[config.mk]
export PLATFORM = sky130hd
export DESIGN_NAME = fixed_start_job_schedule_dp_core
export DESIGN_NICKNAME = d
export VERILOG_FILES = /design/src/sv/fsjs_pkg.sv /design/src/sv/fixed_start_job_schedule_dp_core.sv
export SDC_FILE = /design/constraint.sdc
export NUM_CORES = 2
export LEC_CHECK = 0
export BUFFER_PORTS_ARGS = -buffer_cell sky130_fd_sc_hd__buf_2
export CORE_MARGIN = 8
export CORE_UTILIZATION = 60
export DETAILED_ROUTE_END_ITERATION = 16
export PLACE_DENSITY_LB_ADDON = 0.12
export SLEW_MARGIN = 20
export SYNTH_ARGS = -nofsm -noshare
export SYNTH_HDL_FRONTEND = slang
export SYNTH_SLANG_ARGS = --single-unit
[constraint.sdc]
create_clock -name clk_i -period 15.15 [get_ports clk_i]
set_input_delay 3.03 -clock clk_i [delete_from_list [all_inputs] [get_ports clk_i]]
set_output_delay 3.03 -clock clk_i [all_outputs]
set_load 0.01 [all_outputs]
[src/sv/fsjs_pkg.sv]
// ----------------------------------------------------------------------------
// fsjs_pkg
// Shared widths, limits and types of the fixed-start job schedule core.
// ----------------------------------------------------------------------------
package fsjs_pkg;

  localparam int unsigned DUR_W            = 6;
  localparam int unsigned PAY_W            = 16;
  localparam int unsigned TOTAL_W          = 40;
  localparam int unsigned DEF_MAX_DURATION = 63;

  // Stream payload widths, padded to whole bytes
  localparam int unsigned IN_DATA_W  = 24;
  localparam int unsigned OUT_DATA_W = 40;

  typedef logic [TOTAL_W-1:0] total_t;
  typedef logic [DUR_W-1:0]   dur_t;
  typedef logic [PAY_W-1:0]   pay_t;

  localparam total_t TOTAL_MAX = {TOTAL_W{1'b1}};

  // Registered view of one window read port with its bypass
  typedef struct packed {
    logic   byp;     // take byp_data instead of the memory word
    total_t byp_data;
    logic   vld;     // entry written since last clear
  } rd_port_t;

endpackage

[src/sv/fixed_start_job_schedule_dp_core.sv]
// Flow: an accepted item is registered into the update stage (item fields and
// window reads), which updates the window and, for a last_day item, pushes the best total to the master side.
// Throughput: one item per cycle while the result buffer has room, with a bypassed
// read/modify/write of the offer window memory (two read ports, one write port).
// Output: two-entry result buffer; input stalls only if two would wait after the edge.
// Reset: clears best, pointer, valid bits and result buffer at once; no clearing pass.
// ----------------------------------------------------------------------------
// fixed_start_job_schedule_dp_core
// Weighted job scheduling with fixed start days, one day per item, keeping
// the pending offers of the coming days in a circular window memory.
// ----------------------------------------------------------------------------
module fixed_start_job_schedule_dp_core #(
  parameter int unsigned MAX_DURATION = fsjs_pkg::DEF_MAX_DURATION
) (
  input  logic                           clk_i,
  input  logic                           rst_ni,
  // slave side
  input  logic                           s_axis_tvalid_i,
  output logic                           s_axis_tready_o,
  // [5:0] duration, [21:6] pay, [23:22] zero
  input  logic [fsjs_pkg::IN_DATA_W-1:0] s_axis_tdata_i,
  // last_day
  input  logic                           s_axis_tlast_i,
  // master side
  output logic                           m_axis_tvalid_o,
  input  logic                           m_axis_tready_i,
  // [39:0] best_total
  output logic [fsjs_pkg::OUT_DATA_W-1:0] m_axis_tdata_o
);
  import fsjs_pkg::*;

  localparam int unsigned Win  = MAX_DURATION + 1;
  localparam int unsigned AW   = $clog2(Win);
  localparam int unsigned SumW = ((AW > DUR_W) ? AW : DUR_W) + 1;

  typedef logic [AW-1:0] slot_t;

  // --------------------------------------------------------------------------
  // Declarations
  // --------------------------------------------------------------------------
  total_t            win_mem [Win];
  logic [Win-1:0]    vld_q, vld_d;
  total_t            mem_a_q, mem_b_q;
  rd_port_t          rd_a_q, rd_a_d, rd_b_q, rd_b_d;

  slot_t             cur_q, cur_d;
  total_t            best_q, best_d;
  total_t            here_q, here_d;

  logic              s1_vld_q;
  logic              s1_last_q;
  logic              s1_dur_ok_q;
  pay_t              s1_pay_q;
  slot_t             s1_cur_q, s1_tgt_q, s1_nxt_q;

  logic              in_acc;
  dur_t              in_dur;
  pay_t              in_pay;
  logic              in_dur_ok;
  logic [SumW-1:0]   tgt_sum;
  slot_t             in_tgt, in_nxt;

  total_t            tgt_old, nxt_old, nxt_new;
  total_t            best_new, offer, wr_data, result;
  logic [TOTAL_W:0]  offer_sum;
  logic              wr_en;

  total_t            ent0_q, ent1_q;
  logic [1:0]        cnt_q, cnt_d;
  logic              push, pop;

  // --------------------------------------------------------------------------
  // Accept side: unpack item and form window addresses
  // --------------------------------------------------------------------------
  assign in_acc = s_axis_tvalid_i && s_axis_tready_o;
  assign in_dur = s_axis_tdata_i[DUR_W-1:0];
  assign in_pay = s_axis_tdata_i[DUR_W+PAY_W-1:DUR_W];

  assign in_dur_ok = (in_dur != '0) && (SumW'(in_dur) <= SumW'(MAX_DURATION));

  always_comb begin
    tgt_sum = SumW'(cur_q) + SumW'(in_dur);
    if (tgt_sum >= SumW'(Win)) begin
      tgt_sum = tgt_sum - SumW'(Win);
    end
    // park an unused target on the current slot to keep it in range
    in_tgt = in_dur_ok ? tgt_sum[AW-1:0] : cur_q;
    in_nxt = (cur_q == slot_t'(Win - 1)) ? '0 : cur_q + slot_t'(1);
  end

  // Advance the day pointer; a last day restarts the window at slot zero
  assign cur_d = in_acc ? (s_axis_tlast_i ? '0 : in_nxt) : cur_q;

  always_ff @(posedge clk_i or negedge rst_ni) begin
    if (!rst_ni) begin
      cur_q    <= '0;
      s1_vld_q <= 1'b0;
    end else begin
      cur_q    <= cur_d;
      s1_vld_q <= in_acc;
    end
  end

  // Hold item fields for the update stage
  always_ff @(posedge clk_i) begin
    if (in_acc) begin
      s1_last_q   <= s_axis_tlast_i;
      s1_dur_ok_q <= in_dur_ok;
      s1_pay_q    <= in_pay;
      s1_cur_q    <= cur_q;
      s1_tgt_q    <= in_tgt;
      s1_nxt_q    <= in_nxt;
    end
  end

  // --------------------------------------------------------------------------
  // Window reads with bypass of the update retiring at the same edge
  // --------------------------------------------------------------------------
  always_comb begin
    rd_a_d = '{byp: 1'b0, byp_data: '0, vld: vld_q[in_tgt]};
    if (s1_vld_q && s1_last_q) begin
      rd_a_d.byp = 1'b1;
    end else if (wr_en && (in_tgt == s1_tgt_q)) begin
      rd_a_d.byp      = 1'b1;
      rd_a_d.byp_data = wr_data;
    end else if (s1_vld_q && (in_tgt == s1_cur_q)) begin
      rd_a_d.byp = 1'b1;
    end

    rd_b_d = '{byp: 1'b0, byp_data: '0, vld: vld_q[in_nxt]};
    if (s1_vld_q && s1_last_q) begin
      rd_b_d.byp = 1'b1;
    end else if (wr_en && (in_nxt == s1_tgt_q)) begin
      rd_b_d.byp      = 1'b1;
      rd_b_d.byp_data = wr_data;
    end else if (s1_vld_q && (in_nxt == s1_cur_q)) begin
      rd_b_d.byp = 1'b1;
    end
  end

  always_ff @(posedge clk_i) begin
    mem_a_q <= win_mem[in_tgt];
    mem_b_q <= win_mem[in_nxt];
    rd_a_q  <= rd_a_d;
    rd_b_q  <= rd_b_d;
  end

  assign tgt_old = rd_a_q.byp ? rd_a_q.byp_data : (rd_a_q.vld ? mem_a_q : '0);
  assign nxt_old = rd_b_q.byp ? rd_b_q.byp_data : (rd_b_q.vld ? mem_b_q : '0);

  // --------------------------------------------------------------------------
  // Update stage: fold today's offer, raise the target day's offer
  // --------------------------------------------------------------------------
  always_comb begin
    best_new  = (here_q > best_q) ? here_q : best_q;
    offer_sum = {1'b0, best_new} + (TOTAL_W + 1)'(s1_pay_q);
    offer     = offer_sum[TOTAL_W] ? TOTAL_MAX : offer_sum[TOTAL_W-1:0];
    wr_data   = (offer > tgt_old) ? offer : tgt_old;
    wr_en     = s1_vld_q && s1_dur_ok_q && !s1_last_q;
    nxt_new   = (s1_dur_ok_q && (s1_tgt_q == s1_nxt_q)) ? wr_data : nxt_old;
    result    = (nxt_new > best_new) ? nxt_new : best_new;
  end

  always_ff @(posedge clk_i) begin
    if (wr_en) begin
      win_mem[s1_tgt_q] <= wr_data;
    end
  end

  // Drop today's slot, mark the written one; a last day drops them all
  always_comb begin
    vld_d = vld_q;
    if (s1_vld_q) begin
      if (s1_last_q) begin
        vld_d = '0;
      end else begin
        vld_d[s1_cur_q] = 1'b0;
        if (wr_en) begin
          vld_d[s1_tgt_q] = 1'b1;
        end
      end
    end
  end

  always_comb begin
    best_d = best_q;
    here_d = here_q;
    if (s1_vld_q) begin
      best_d = s1_last_q ? '0 : best_new;
      here_d = s1_last_q ? '0 : nxt_new;
    end
  end

  always_ff @(posedge clk_i or negedge rst_ni) begin
    if (!rst_ni) begin
      vld_q  <= '0;
      best_q <= '0;
      here_q <= '0;
    end else begin
      vld_q  <= vld_d;
      best_q <= best_d;
      here_q <= here_d;
    end
  end

  // --------------------------------------------------------------------------
  // Result buffer, two entries
  // --------------------------------------------------------------------------
  assign push  = s1_vld_q && s1_last_q;
  assign pop   = m_axis_tvalid_o && m_axis_tready_i;
  assign cnt_d = cnt_q + {1'b0, push} - {1'b0, pop};

  always_ff @(posedge clk_i or negedge rst_ni) begin
    if (!rst_ni) begin
      cnt_q <= '0;
    end else begin
      cnt_q <= cnt_d;
    end
  end

  always_ff @(posedge clk_i) begin
    if (pop) begin
      if (cnt_q == 2'd2) begin
        ent0_q <= ent1_q;
        if (push) begin
          ent1_q <= result;
        end
      end else if (push) begin
        ent0_q <= result;
      end
    end else if (push) begin
      if (cnt_q == 2'd0) begin
        ent0_q <= result;
      end else begin
        ent1_q <= result;
      end
    end
  end

  // Accept only while at most one result stays buffered after this edge
  assign s_axis_tready_o = (cnt_d <= 2'd1);
  assign m_axis_tvalid_o = (cnt_q != 2'd0);
  assign m_axis_tdata_o  = ent0_q;

  // --------------------------------------------------------------------------
  // Assertions
  // --------------------------------------------------------------------------
  a_no_overflow: assert property (@(posedge clk_i) disable iff (!rst_ni)
    push |-> (cnt_q != 2'd2) || pop)
    else $error("result buffer overflow");

  a_cnt_range: assert property (@(posedge clk_i) disable iff (!rst_ni)
    cnt_q != 2'd3)
    else $error("result buffer count out of range");

  a_tgt_not_cur: assert property (@(posedge clk_i) disable iff (!rst_ni)
    wr_en |-> s1_tgt_q != s1_cur_q)
    else $error("offer written into the current day slot");

  a_clear_after_last: assert property (@(posedge clk_i) disable iff (!rst_ni)
    push |=> (best_q == '0) && (here_q == '0) && (vld_q == '0))
    else $error("state not cleared after last day");

  a_ptr_range: assert property (@(posedge clk_i) disable iff (!rst_ni)
    (SumW'(cur_q) < SumW'(Win)))
    else $error("day pointer beyond window");

endmodule
---- Word level (Yosys, flattened, before mapping) ----
Memories as Yosys holds them, arrays and structs flattened. A register that Yosys moved wholly into a read port is not among the register bits.
Cells that the tools add are included.
word-level totals
  register bits after elaboration ......... 353
  RAM bits ................................ 2560
  bits of input ports ..................... 29
  output and inout bits ................... 42
  word-level logic and storage cells ...... 116
  memories ................................ 1
cells by class
  $add $sub $neg .......................... 6
  $lt $le $gt $ge ......................... 11
  equality and inequality tests ........... 10
  mux-type cells .......................... 38
  bitwise gates (word level) .............. 5
  reduce and logical (&&, ||, !) cells .... 25
memories
  name     words  width  rd ports  clocked after memory_dff  write ports  line                                    source
  win_mem  64     40     2         2                         1            fixed_start_job_schedule_dp_core.sv:41  total_t win_mem [Win];
operators with widths
  kind                   number
  $mux W40               20
  $mux W64               2
  $gt A40 B40 Y1         3
  $and A64 B64 Y64       1
  $not A64 Y64           1
  $or A64 B64 Y64        1
  $add A40 B16 Y41       1
  $eq A6 B6 Y1           5
  $lt A6 B7 Y1 const B   4
  $mux W6                4
  $bmux W1 S6            2
  $demux W1 S6           2
  $ge A6 B1 Y1 const B   2
  $logic_and A1 B1 Y1    12
  $mux W1                8
  $reduce_bool A2 Y1     4
  $reduce_or A2 Y1       4
  $add A6 B6 Y7          1
  $ge A7 B7 Y1 const B   1
  $add A6 B1 Y6 const B  1
  $eq A6 B6 Y1 const B   1
  $reduce_bool A6 Y1     1
  $sub A6 B1 Y6 const B  1
  $ne A2 B2 Y1 const B   2
  10 further kinds       11

---- Logic depth before layout (Yosys ltp) ----
  word-level depth ........................ 12
  depth in mapped cells ................... 57
  gate-level depth less buffers ........... 47

---- Least setup slack after synthesis ----
OpenSTA, ideal clock, no wires.
  path kind ............................... register -> register
  from .................................... register best_q[25]
  to ...................................... register ent0_q[38], in the netlist m_axis_tdata_o[38] (data pin)
  library setup time ...................... 260 ps
  arrival time ............................ 11541 ps
  data required time ...................... 14890 ps
  slack ................................... 3348 ps
  stages on the path, launching flop included .. 52
  path buffers ............................ 11
  period minus slack after synthesis ...... 11802 ps
  cells stage by stage .................... dfrtp_1 > clkbuf_1 > inv_1 > ha_1 > a21o_1 > nand3_1 > a2111oi_1 > or4_4 > or3_1 > buf_6 > nand2_1 > buf_4 > clkbuf_1 > a21oi_1 > inv_1 > ha_1 > inv_1 > fa_1 > [... 16 more ...] > a31o_2 > buf_2 > buf_2 > a22oi_2 > o21ai_1 > inv_1 > ha_1 > nand4_1 > nor4_1 > nand3_1 > o31a_1 > a21oi_1 > buf_1 > clkbuf_1 > clkbuf_1 > nor2_1 > nor2_1 > a21oi_1
between the ends
  cells in the longest elaborated chain, start to end .. 12
  elaborated cells on any way between the ends .. 14
  those cells by class .................... 1 x add/sub; 3 x order compare; 10 x mux
RTL lines
  element                             line                                                                              source
  start: declaration                  fixed_start_job_schedule_dp_core.sv:47                                            total_t best_q, best_d;
  start signal: assignment            fixed_start_job_schedule_dp_core.sv:201                                           best_q <= best_d;
  $gt A40 B40 Y1                      fixed_start_job_schedule_dp_core.sv:155                                           best_new = (here_q > best_q) ? here_q : best_q;
  $mux W40 *                          fixed_start_job_schedule_dp_core.sv:155
  $add A40 B16 Y41 *                  fixed_start_job_schedule_dp_core.sv:156                                           offer_sum = {1'b0, best_new} + (TOTAL_W + 1)'(s1_pay_q);
  $mux W40 *                          fixed_start_job_schedule_dp_core.sv:157                                           offer = offer_sum[TOTAL_W] ? TOTAL_MAX : offer_sum[TOTAL_W-1:0];
  $gt A40 B40 Y1                      fixed_start_job_schedule_dp_core.sv:158                                           wr_data = (offer > tgt_old) ? offer : tgt_old;
  $mux W40 *                          fixed_start_job_schedule_dp_core.sv:158
  net wr_data[30]                     fixed_start_job_schedule_dp_core.sv:64                                            total_t best_new, offer, wr_data, result;
  $mux W40 *                          fixed_start_job_schedule_dp_core.sv:160                                           nxt_new = (s1_dur_ok_q && (s1_tgt_q == s1_nxt_q)) ? wr_data : nxt_old;
  $gt A40 B40 Y1 *                    fixed_start_job_schedule_dp_core.sv:161                                           result = (nxt_new > best_new) ? nxt_new : best_new;
  $mux W40 *                          fixed_start_job_schedule_dp_core.sv:161
  $mux W40, on equally long branches  fixed_start_job_schedule_dp_core.sv:232, fixed_start_job_schedule_dp_core.sv:228
  $mux W40, on equally long branches  fixed_start_job_schedule_dp_core.sv:231, fixed_start_job_schedule_dp_core.sv:223
  $mux W40 *                          fixed_start_job_schedule_dp_core.sv:222                                           if (pop) begin
  end signal: assignment              fixed_start_job_schedule_dp_core.sv:224                                           ent0_q <= ent1_q;
  end signal: assignment              fixed_start_job_schedule_dp_core.sv:229                                           ent0_q <= result;
  end signal: assignment              fixed_start_job_schedule_dp_core.sv:233                                           ent0_q <= result;
  end: declaration                    fixed_start_job_schedule_dp_core.sv:68                                            total_t ent0_q, ent1_q;
Mark *: on every way through the listed nets, which the timed path passes. The rest lies on a longest branch. The select of a mux whose other input is x is not followed.
A chain may end at the register's enable or synchronous reset.

---- Worst setup path in the final report ----
  from .................................... register best_q[25]
  to ...................................... register ent0_q[12], in the netlist m_axis_tdata_o[12] (data pin)
between the ends
  cells in the longest elaborated chain, start to end .. 12
  elaborated cells on any way between the ends .. 14
  those cells by class .................... 1 x add/sub; 3 x order compare; 10 x mux
RTL lines
  element                             line
  $gt A40 B40 Y1                      fixed_start_job_schedule_dp_core.sv:155
  $mux W40 *                          fixed_start_job_schedule_dp_core.sv:155
  $add A40 B16 Y41 *                  fixed_start_job_schedule_dp_core.sv:156
  $mux W40 *                          fixed_start_job_schedule_dp_core.sv:157
  $gt A40 B40 Y1                      fixed_start_job_schedule_dp_core.sv:158
  $mux W40 *                          fixed_start_job_schedule_dp_core.sv:158
  net wr_data[12]                     fixed_start_job_schedule_dp_core.sv:64
  $mux W40 *                          fixed_start_job_schedule_dp_core.sv:160
  $gt A40 B40 Y1                      fixed_start_job_schedule_dp_core.sv:161
  $mux W40 *                          fixed_start_job_schedule_dp_core.sv:161
  $mux W40, on equally long branches  fixed_start_job_schedule_dp_core.sv:232, fixed_start_job_schedule_dp_core.sv:228
  $mux W40, on equally long branches  fixed_start_job_schedule_dp_core.sv:231, fixed_start_job_schedule_dp_core.sv:223
  $mux W40 *                          fixed_start_job_schedule_dp_core.sv:222
Marked as above.

==> qor.csv <==
metric;value;unit
number of nets still failing antenna checks after routing;0;
Clock Tree Root;sky130_fd_sc_hd__clkbuf_16;
PortBufs;68;
Critical Path Max Stage Delay;840;ps
largest net degree at the start of global routing;153;
Setup Total Neg Slack;0;ps
most frequent cell after synthesis;sky130_fd_sc_hd__edfxtp_1;
start point of the worst min-delay path;best_q[0]$_DFFE_PN0P_;
path category of the worst min-delay check;flip-flop to flip-flop;
maximum operating frequency;69.7;MHz
setup repair after global routing missed its margin;false;
hold bufs inserted after CTS;0;
total wire length after detailed routing;476;mm
Worst-path clk slew;60;ps
RR Endpoint;m_axis_tdata_o[12]$_DFFE_PP_;
number of buffers created by CTS;327;
share of synthesized area occupied by flip-flops and latches;61.6;%
share of Yosys cell area claimed by the top area cell type;56.6;%
top-level port count;71;
worst reg2reg path depth;42;
number of cell rows;178;
Gates resized, CTS repair;0;
end of the worst hold path;best_q[0]$_DFFE_PN0P_;
Top FF cell, synth;sky130_fd_sc_hd__edfxtp_1;
Mean Syn Cell Area;16.5;sq um
Final min period;14350;ps
final worst-path cycle share;94.7;%
Final HPWL DP;267;mm
combined area of all synthesized cells;142000;sq um
share of flip-flops with an asynchronous set or reset;5.11;%
type of the worst setup path;flip-flop to flip-flop;
GRT Residual Overflow;0;
total number of clock tree sinks;2993;
Die X-Extent;502;um
Data arrival, critical path;15040;ps
total number of nets in the final design;8808;
core box area;235000;sq um
vias in the first global route;88600;
1st-pass router iterations;7;
DRC violation count after routing;0;
vias after detailed routing;91900;
number of flip-flops and latches in the synthesized netlist;2993;
maximum clock skew at final layout;81.9;ps
top cells by count, synth;sky130_fd_sc_hd__edfxtp_1, sky130_fd_sc_hd__mux4_2, sky130_fd_sc_hd__nand2_1;
number of cells produced by synthesis;8626;
Tot GR Track Use;37.3;%
Relative slew margins;1.78;%
minimum setup slack among reg-to-reg paths;800;ps
post-synth net total;8803;
library cells used by synthesis;104;
Avg WL per Cell;39.6;um
number of antenna violations at the first check in global routing;34;
number of setup violations in the final report;0;
Layout area overhead;10.8;%
number of buffers between clock root and the deepest sink;4;
required time reported for the critical path endpoint;15840;ps
Worst Setup End Kind;flip-flop;
biggest area consumer among synthesized cells;sky130_fd_sc_hd__edfxtp_1;
effective utilization at floorplan;60.3;%
total of warnings raised by yosys;0;
slowest cell on the critical path;sky130_fd_sc_hd__a2111oi_0;
TritonCTS clock tree;yes;
status;completed;
worst hold path depth;1;
number of hold violations in the final report;0;
deepest level of the CTS H-tree;5;
first-pass GRT wire length;665;mm
max_cap viols;0;
clock insertion delay at the later pin of the skew report;960;ps
Worst R2R Start;best_q[25]$_DFFE_PN0P_;
fraction of layout cells with a size suffix above 1;27.4;%
RD Place Congestion;0.925;
number of synthesized flops with an enable pin;2676;
number of DRC violations after detailed-routing iteration 0;15900;
Max Transition Viols Final;0;
largest fanout on the critical path;65;
Least-Margin Pin Slew;1470;ps
ranking of synthesized cells by area;sky130_fd_sc_hd__edfxtp_1, sky130_fd_sc_hd__mux4_2, sky130_fd_sc_hd__nand2_1;
number of post-CTS setup repair buffers;0;
total die area;252000;sq um
startpoint type of the worst setup path;flip-flop;
routed via count divided by cell count;7.63;
Die Height;502;um
==> cell families after synthesis <==
group,after synthesis,share of synthesized area (%)
compound gates,976,5.03
xor+xnor,74,0.457
fa+ha+maj,148,1.32
buf+inv,815,2.23
flops,2993,61.6
mux,1586,23.1
simple gates,2034,6.22
==> how the worst max path moves through the flow <==
stage / cells past startpoint / start / slack, ps / endpoint
global placement: 41 / best_q[25]$_DFFE_PN0P_ / 1310 / m_axis_tdata_o[12]$_DFFE_PP_
CTS: 42 / best_q[25]$_DFFE_PN0P_ / 1220 / m_axis_tdata_o[36]$_DFFE_PP_
global route: 43 / best_q[25]$_DFFE_PN0P_ / 90 / m_axis_tdata_o[36]$_DFFE_PP_
floorplan: 51 / best_q[25]$_DFFE_PN0P_ / 3350 / m_axis_tdata_o[38]$_DFFE_PP_
finish: 42 / best_q[25]$_DFFE_PN0P_ / 800 / m_axis_tdata_o[12]$_DFFE_PP_
detailed placement: 44 / best_q[25]$_DFFE_PN0P_ / 1260 / m_axis_tdata_o[36]$_DFFE_PP_
==> routing by layer <==
layer | GRT usage [%] | vias up | part of all wire, %
met5 | 0 | - | 0.017
met2 | 56.2 | 7768 | 45
met3 | 10.7 | 1557 | 15
li1 | - | 35200 | -
met1 | 50.3 | 47400 | 34
met4 | 19.1 | 12 | 6.6
==> flip-flops by register name, summed over array words and instances (netlist names), 16 cells and up <==
signal and count:
rd_a_q 42, mem_a_q 40, ent1_q 40, mem_b_q 40, win_mem 2560, vld_q 64, m_axis_tdata_o 40, best_q 40
rd_b_q 42, here_q 40, s1_pay_q 16
==> per-stage QoR <==
step	util, %	area, sq um	setup WS [ps]	hold WS [ps]	cells
2_1_floorplan	-	142000	3350	449	8626
3_3_place_gp	62.3	147000	1310	502	11400
3_5_place_dp	62.3	147000	1260	512	11400
4_1_cts	66.8	157000	1220	525	12000
5_1_grt	66.8	157000	92.4	549	12000
6_report	66.8	157000	800	527	12000
==> cell usage in the layout (no fill, tap or decap), drive strengths merged, types with 18 or more instances in the layout <==
master,instances
clkinv,102
ha,146
nor2,271
a21oi,174
dfxtp,164
a211oi,41
diode,23
clkbuf,418
mux2i,194
buf,331
nand3,323
bufinv,28
a311oi,191
o21ai,145
dfrtp,153
nand4,44
o211ai,26
and2,28
a22oi,60
a31oi,73
inv,166
mux2,47
o31ai,19
edfxtp,2676
nand2,1167
a21o,26
and3,97
a31o,52
o2bb2ai,18
mux4,1345
xnor2,43
xor2,31
o22ai,46
a221oi,22
==> area by class of cell <==
type                    instances  area [sq um]
diodes                         23          57.6
multi-input cells            4818         52000
fillers                     15800         78000
clock buffers                 418          8960
clock inverters               144          1490
inverters                     160           632
well taps                    3150          3940
flip-flops and latches       2993         87500
repair buffers                331          2640
==> critical path: cells and delay by family, from the launching register on <==
kind            cells  cell delay [ps]
buf+inv             6             1700
flops               1              520
xor+xnor            1              330
simple gates       14             4380
fa+ha+maj           5             1570
compound gates     16             5530
Power is not shown: default switching activity piles up to over one toggle a cycle in this logic, so the estimate is an artifact.
